<file path="src/rtl/ncpb_pkg.sv">
// Package: widths, constants and shared types of the normalized cross power bin block.
package ncpb_pkg;

  // Field widths
  localparam int SPEC_W   = 18;
  localparam int OUT_FRAC = 15;
  localparam int WT_W     = 17;
  localparam int WT_FRAC  = 16;
  localparam int OUT_W    = OUT_FRAC + 1;

  // Cross power and normalization
  localparam int PROD_W  = 2 * SPEC_W;
  localparam int CPX_W   = 2 * SPEC_W + 1;
  localparam int CMAG_W  = 2 * SPEC_W;
  localparam int NRM_W   = 30;
  localparam int NRM_MSB = NRM_W - 1;
  localparam int SH_W    = $clog2(CMAG_W + NRM_W);
  localparam int POS_W   = $clog2(CMAG_W);

  // Magnitude
  localparam int SQ_W  = 2 * NRM_W;
  localparam int SUM_W = SQ_W + 1;
  localparam int SQR_W = SUM_W + 1;
  localparam int NSQ   = (SUM_W + 1) / 2;
  localparam int MAG_W = NRM_W + 1;

  // Division
  localparam int NUM_SH = (OUT_FRAC >= WT_FRAC) ? (OUT_FRAC - WT_FRAC) : 0;
  localparam int DEN_SH = (OUT_FRAC < WT_FRAC) ? (WT_FRAC - OUT_FRAC) : 0;
  localparam int NUM_W  = NRM_W + WT_W;
  localparam int DEN_W  = MAG_W + DEN_SH;
  localparam int QW     = OUT_FRAC + 2;
  localparam int DW_A   = NUM_W + NUM_SH + 1;
  localparam int DW_B   = DEN_W + QW - 1;
  localparam int DW     = (DW_A > DW_B) ? DW_A : DW_B;

  localparam logic [QW-1:0] LIMIT = QW'((64'd1 << OUT_FRAC) - 64'd1);

  typedef struct packed {
    logic zero;
    logic neg_r;
    logic neg_i;
  } ncpb_flag_t;

  typedef struct packed {
    ncpb_flag_t       flags;
    logic [NUM_W-1:0] num_r;
    logic [NUM_W-1:0] num_i;
  } ncpb_side_t;

endpackage

</file>
<file path="src/rtl/ncpb_isqrt.sv">
// Pipelined integer square root, one result bit per stage, with sideband.
module ncpb_isqrt (
  input  logic                       clk_i,
  input  logic                       rst_ni,
  input  logic                       en_i,
  input  logic                       valid_i,
  input  logic [ncpb_pkg::SUM_W-1:0] x_i,
  input  ncpb_pkg::ncpb_side_t       side_i,
  output logic                       valid_o,
  output logic [ncpb_pkg::MAG_W-1:0] mag_o,
  output ncpb_pkg::ncpb_side_t       side_o
);
  import ncpb_pkg::*;

  logic             v_q    [NSQ+1];
  logic [SUM_W-1:0] x_q    [NSQ+1];
  logic [SQR_W-1:0] res_q  [NSQ+1];
  ncpb_side_t       side_q [NSQ+1];

  assign v_q[0]    = valid_i;
  assign x_q[0]    = x_i;
  assign res_q[0]  = '0;
  assign side_q[0] = side_i;

  for (genvar k = 0; k < NSQ; k++) begin : g_stage
    localparam logic [SQR_W-1:0] BitK = SQR_W'(1) << (2 * (NSQ - 1 - k));
    logic [SQR_W-1:0] trial;
    logic             take;
    logic [SUM_W-1:0] x_d;
    logic [SQR_W-1:0] res_d;

    // one digit: subtract the trial value when it fits
    always_comb begin
      trial = res_q[k] + BitK;
      take  = {1'b0, x_q[k]} >= trial;
      if (take) begin
        x_d   = x_q[k] - trial[SUM_W-1:0];
        res_d = (res_q[k] >> 1) + BitK;
      end else begin
        x_d   = x_q[k];
        res_d = res_q[k] >> 1;
      end
    end

    always_ff @(posedge clk_i or negedge rst_ni) begin
      if (!rst_ni) begin
        v_q[k+1] <= 1'b0;
      end else if (en_i) begin
        v_q[k+1] <= v_q[k];
      end
    end

    always_ff @(posedge clk_i) begin
      if (en_i) begin
        x_q[k+1]    <= x_d;
        res_q[k+1]  <= res_d;
        side_q[k+1] <= side_q[k];
      end
    end
  end

  assign valid_o = v_q[NSQ];
  assign mag_o   = res_q[NSQ][MAG_W-1:0];
  assign side_o  = side_q[NSQ];

endmodule

</file>
<file path="config.mk">
export PLATFORM = sky130hd
export DESIGN_NAME = ncpb_isqrt
export DESIGN_NICKNAME = d
export VERILOG_FILES = /design/src/rtl/ncpb_pkg.sv /design/src/rtl/ncpb_isqrt.sv
export SDC_FILE = /design/constraint.sdc
export NUM_CORES = 2
export LEC_CHECK = 0
export BUFFER_PORTS_ARGS = -buffer_cell sky130_fd_sc_hd__buf_2
export CORE_UTILIZATION = 45
export CTS_BUF_LIST = sky130_fd_sc_hd__clkbuf_16
export DETAILED_ROUTE_END_ITERATION = 6
export GPL_TIMING_DRIVEN = 0
export PLACE_DENSITY = 0.64
export SLEW_MARGIN = 10
export SYNTH_ARGS = -nofsm -noshare
export SYNTH_HDL_FRONTEND = slang
export SYNTH_SLANG_ARGS = --single-unit
</file>
<file path="constraint.sdc">
create_clock -name clk_i -period 3.8 [get_ports clk_i]
set_clock_uncertainty 0.2 [all_clocks]
set_input_delay 0.57 -clock clk_i [delete_from_list [all_inputs] [get_ports clk_i]]
set_output_delay 0.57 -clock clk_i [all_outputs]
set_load 0.01 [all_outputs]
</file>
==> reports/qor.csv <==
metric,value,unit
post-route-period-util,103.6,%
antenna_left,0,
worstPathArrival,4480,ps
synthArstFlopShare,0.5779,%
highest_layer,met4,
grt_first_pass_wirelength,564.4,mm
min_path_cells,2,
syn_area_per_cell,17.02,sq um
synthesis.nets,12610,
rsz0062_at_grt,true,
syn_inst,11920,
yosys_warnings,0,
status,"complete, but fails checks",
synth_ff_type,edfxtp_1,
fp.dieW,673.6,microns
rr_worst_depth,12,
cts_tree,done,
multiInputGateArea,40910,sq um
layout.nets,13970,
worstPathRequired,4340,ps
fmax,0.2539,GHz
ys_seq_elements,5364,
syn_area,202900,sq um
hold_viol,0,
timing.final.ws_setup,-138.1,ps
drcViolationCount,0,
port_buffers,289,
synth_edf_count,5333,
ys_types,102,
drv_cap,0,
seq_area,160900,sq um
start_kind,flip-flop,
core,449100,sq um
crit_fanout,7,
slew_viol_final,0,
io_pins,291,
power_leakage,86.25,nW
min-delay-path-class,input port to flip-flop,
grt_pass1_vias,101600,
dr_wl_met3,11.76,mm
num_vias,98970,
wl_met2,202.3,mm
whs,121.6,ps
die_h,673.6,microns
gr-total-overflow,0,
gp_congestion,0.9425,
rows,246,
nFillCells,35490,
slew_headroom,21.67,%
clock_latency,1040,ps
peakVddDrop,0.0004615,V
h-tree-depth,6,
clock_path_buffers,4,
die_area,453700,sq um
syn2layout_area_growth,17.69,%
dr.pass1.iters,6,
clock-sinks,5364,
synth_seq_area_share,79.29,%
drt_iter0_drc,5413,
p_total,145.8,mW
ff2ff_setup_slack,-140,ps
cellPowerDensity,610.4,nW/um^2
grt_max_degree,175,
endpoint_kind,flip-flop,
detail_route.wl_per_cell,18.96,microns
drive_gt1_share,14.58,%
wl_met1,134.3,mm
vias_per_cell,5.032,
path_clk_slew,60,ps
path_class,flip-flop to flip-flop,
post-dp-hpwl,244.5,mm
track_usage,16.00,%
initial_core_util,45.19,%
antenna_found_initial,7,
worst_pin_slew,1164,ps
violations,negative setup slack,
routed_wl,373.0,mm
setup_viol,45,
cts-buffers-inserted,569,
cts_root_buf,clkbuf_16,
period_minus_slack,3938,ps
area by class of cell:
type	count	share of cell area [%]
inverters	652	1.033
multi-input cells	5637	17.13
flip-flops and latches	5364	67.37
plain buffers	241	0.6794
clock inverters	414	1.189
clock buffers	582	6.097
well taps	5952	3.118
repair buffers	814	3.368
diodes	13	0.01362
synthesized netlist by cell type, types with 17 or more instances:
cell	number	area share [%]
a211oi_1	33	0.12
a21boi_0	24	0.089
a21o_1	194	0.72
a21oi_1	558	1.4
a31oi_1	40	0.12
and2_1	31	0.096
and3_1	23	0.071
buf_1	17	0.031
buf_2	23	0.057
buf_4	100	0.37
clkbuf_1	131	0.24
dfrtp_1	31	0.38
edfxtp_1	5333	79
ha_1	523	3.2
inv_1	651	1.2
mux2_2	114	0.63
nand2_1	557	1.0
nand2b_1	114	0.35
nand3_1	159	0.39
nand3b_1	24	0.089
nand4_1	146	0.45
nand4b_1	26	0.11
nor2_1	566	1.0
nor2b_1	68	0.21
nor3_1	230	0.57
nor4_1	307	0.95
nor4b_1	39	0.17
o211ai_1	32	0.12
o21a_1	91	0.34
o21ai_0	409	1.0
o21bai_1	45	0.17
o31ai_1	34	0.13
or2_2	27	0.083
or3_1	93	0.29
or4_1	75	0.28
xnor2_1	438	1.9
xor2_1	365	1.6
report_power, final:
part | internal (mW) | switching [mW]
Sequential | 71.9 | 3.14
Combinational | 8.18 | 11.3
Clock | 29.4 | 21.8
Total | 109 | 36.3
layout by cell type, fill, tap and decap left out, types with 32 or more instances in the layout:
cell	count
o21bai_1	45
ha_4	34
xnor2_1	435
nand2b_1	106
nor2_1	557
nor3_1	201
a21oi_1	540
clkinv_1	121
edfxtp_1	5333
or3_1	88
o211ai_1	32
inv_1	766
nand2_1	525
o21a_1	89
xor2_1	363
ha_1	466
clkinv_2	88
dlygate4sd3_1	311
buf_2	304
a21o_1	193
mux2_2	114
o21ai_0	360
or4_1	56
nand4_1	146
nand3_1	151
clkbuf_16	589
buf_4	220
buf_16	46
clkbuf_1	47
nor4_1	256
nor2b_1	66
flip-flops by register name, summed over array words and instances, names as in the netlist:
signal   flops
side_o      97
x_q       1830
side_q    2910
mag_o       31
valid_o      1
v_q         30
res_q      465
per-layer routing:
layer | global-route usage [%] | up-vias
met1 | 16.17 | 47920
li1 | - | 48340
met2 | 30.81 | 1774
met3 | 2.317 | 943
met5 | 0 | -
met4 | 9.621 | 0
path summary, 6_finish.rpt:
path,startpoint,endpoint
setup reg to reg,x_q[535]$_DFFE_PP_,x_q[476]$_DFFE_PP_
hold / removal,side_i[48],side_q[2958]$_DFFE_PP_
setup / recovery,x_q[535]$_DFFE_PP_,x_q[476]$_DFFE_PP_
hold reg to reg,side_q[2602]$_DFFE_PP_,side_q[2505]$_DFFE_PP_
max in group asynchronous,rst_ni,v_q[22]$_DFFE_PN0P_
min in group asynchronous,rst_ni,v_q[2]$_DFFE_PN0P_
metrics by stage:
step	setup TNS, ps	instance area [sq um]	utilization [%]	instances	worst slack (ps)
finish	-2332	238900	53.19	19670	-138.1
global route	-5374	238800	53.19	19670	-214.5
CTS	-11550	236300	52.62	19570	-214.0
detailed placement	-6486280	212900	47.41	18200	-3711
global placement	-	211800	47.17	18160	-86500
floorplan	0	202900	-	11920	216.3
kinds of logic after synthesis:
logic type	count (synthesis)	share of synthesized area (%)
fa+ha+maj	524	3.234
other cells	1	0.001848
buf+inv	923	1.907
simple gates	2553	6.486
flops	5364	79.29
xor+xnor	803	3.465
mux	121	0.6671
compound gates	1633	4.946
critical path, cell delays in order (launching register included):
cell and delay [ps]:
edfxtp_1 430, buf_6 150, nor4_4 290, or4b_4 530
or4_4 440, or4_4 440, and4bb_1 330, a21boi_4 280
or3_1 160, buf_6 170, nor2_4 50, nand3b_1 120
xnor2_1 80
repair_timing:
action                                 4_1_cts  5_1_grt
setup endpoints to repair                 3041      760
endpoints found under the hold margin      352        0
hold buffers                               320        0
resized for setup                          336      408
cloned                                      29       10
setup buffers                               42       86
pin swaps                                   56      113
Power figures use the tool's default switching activity.
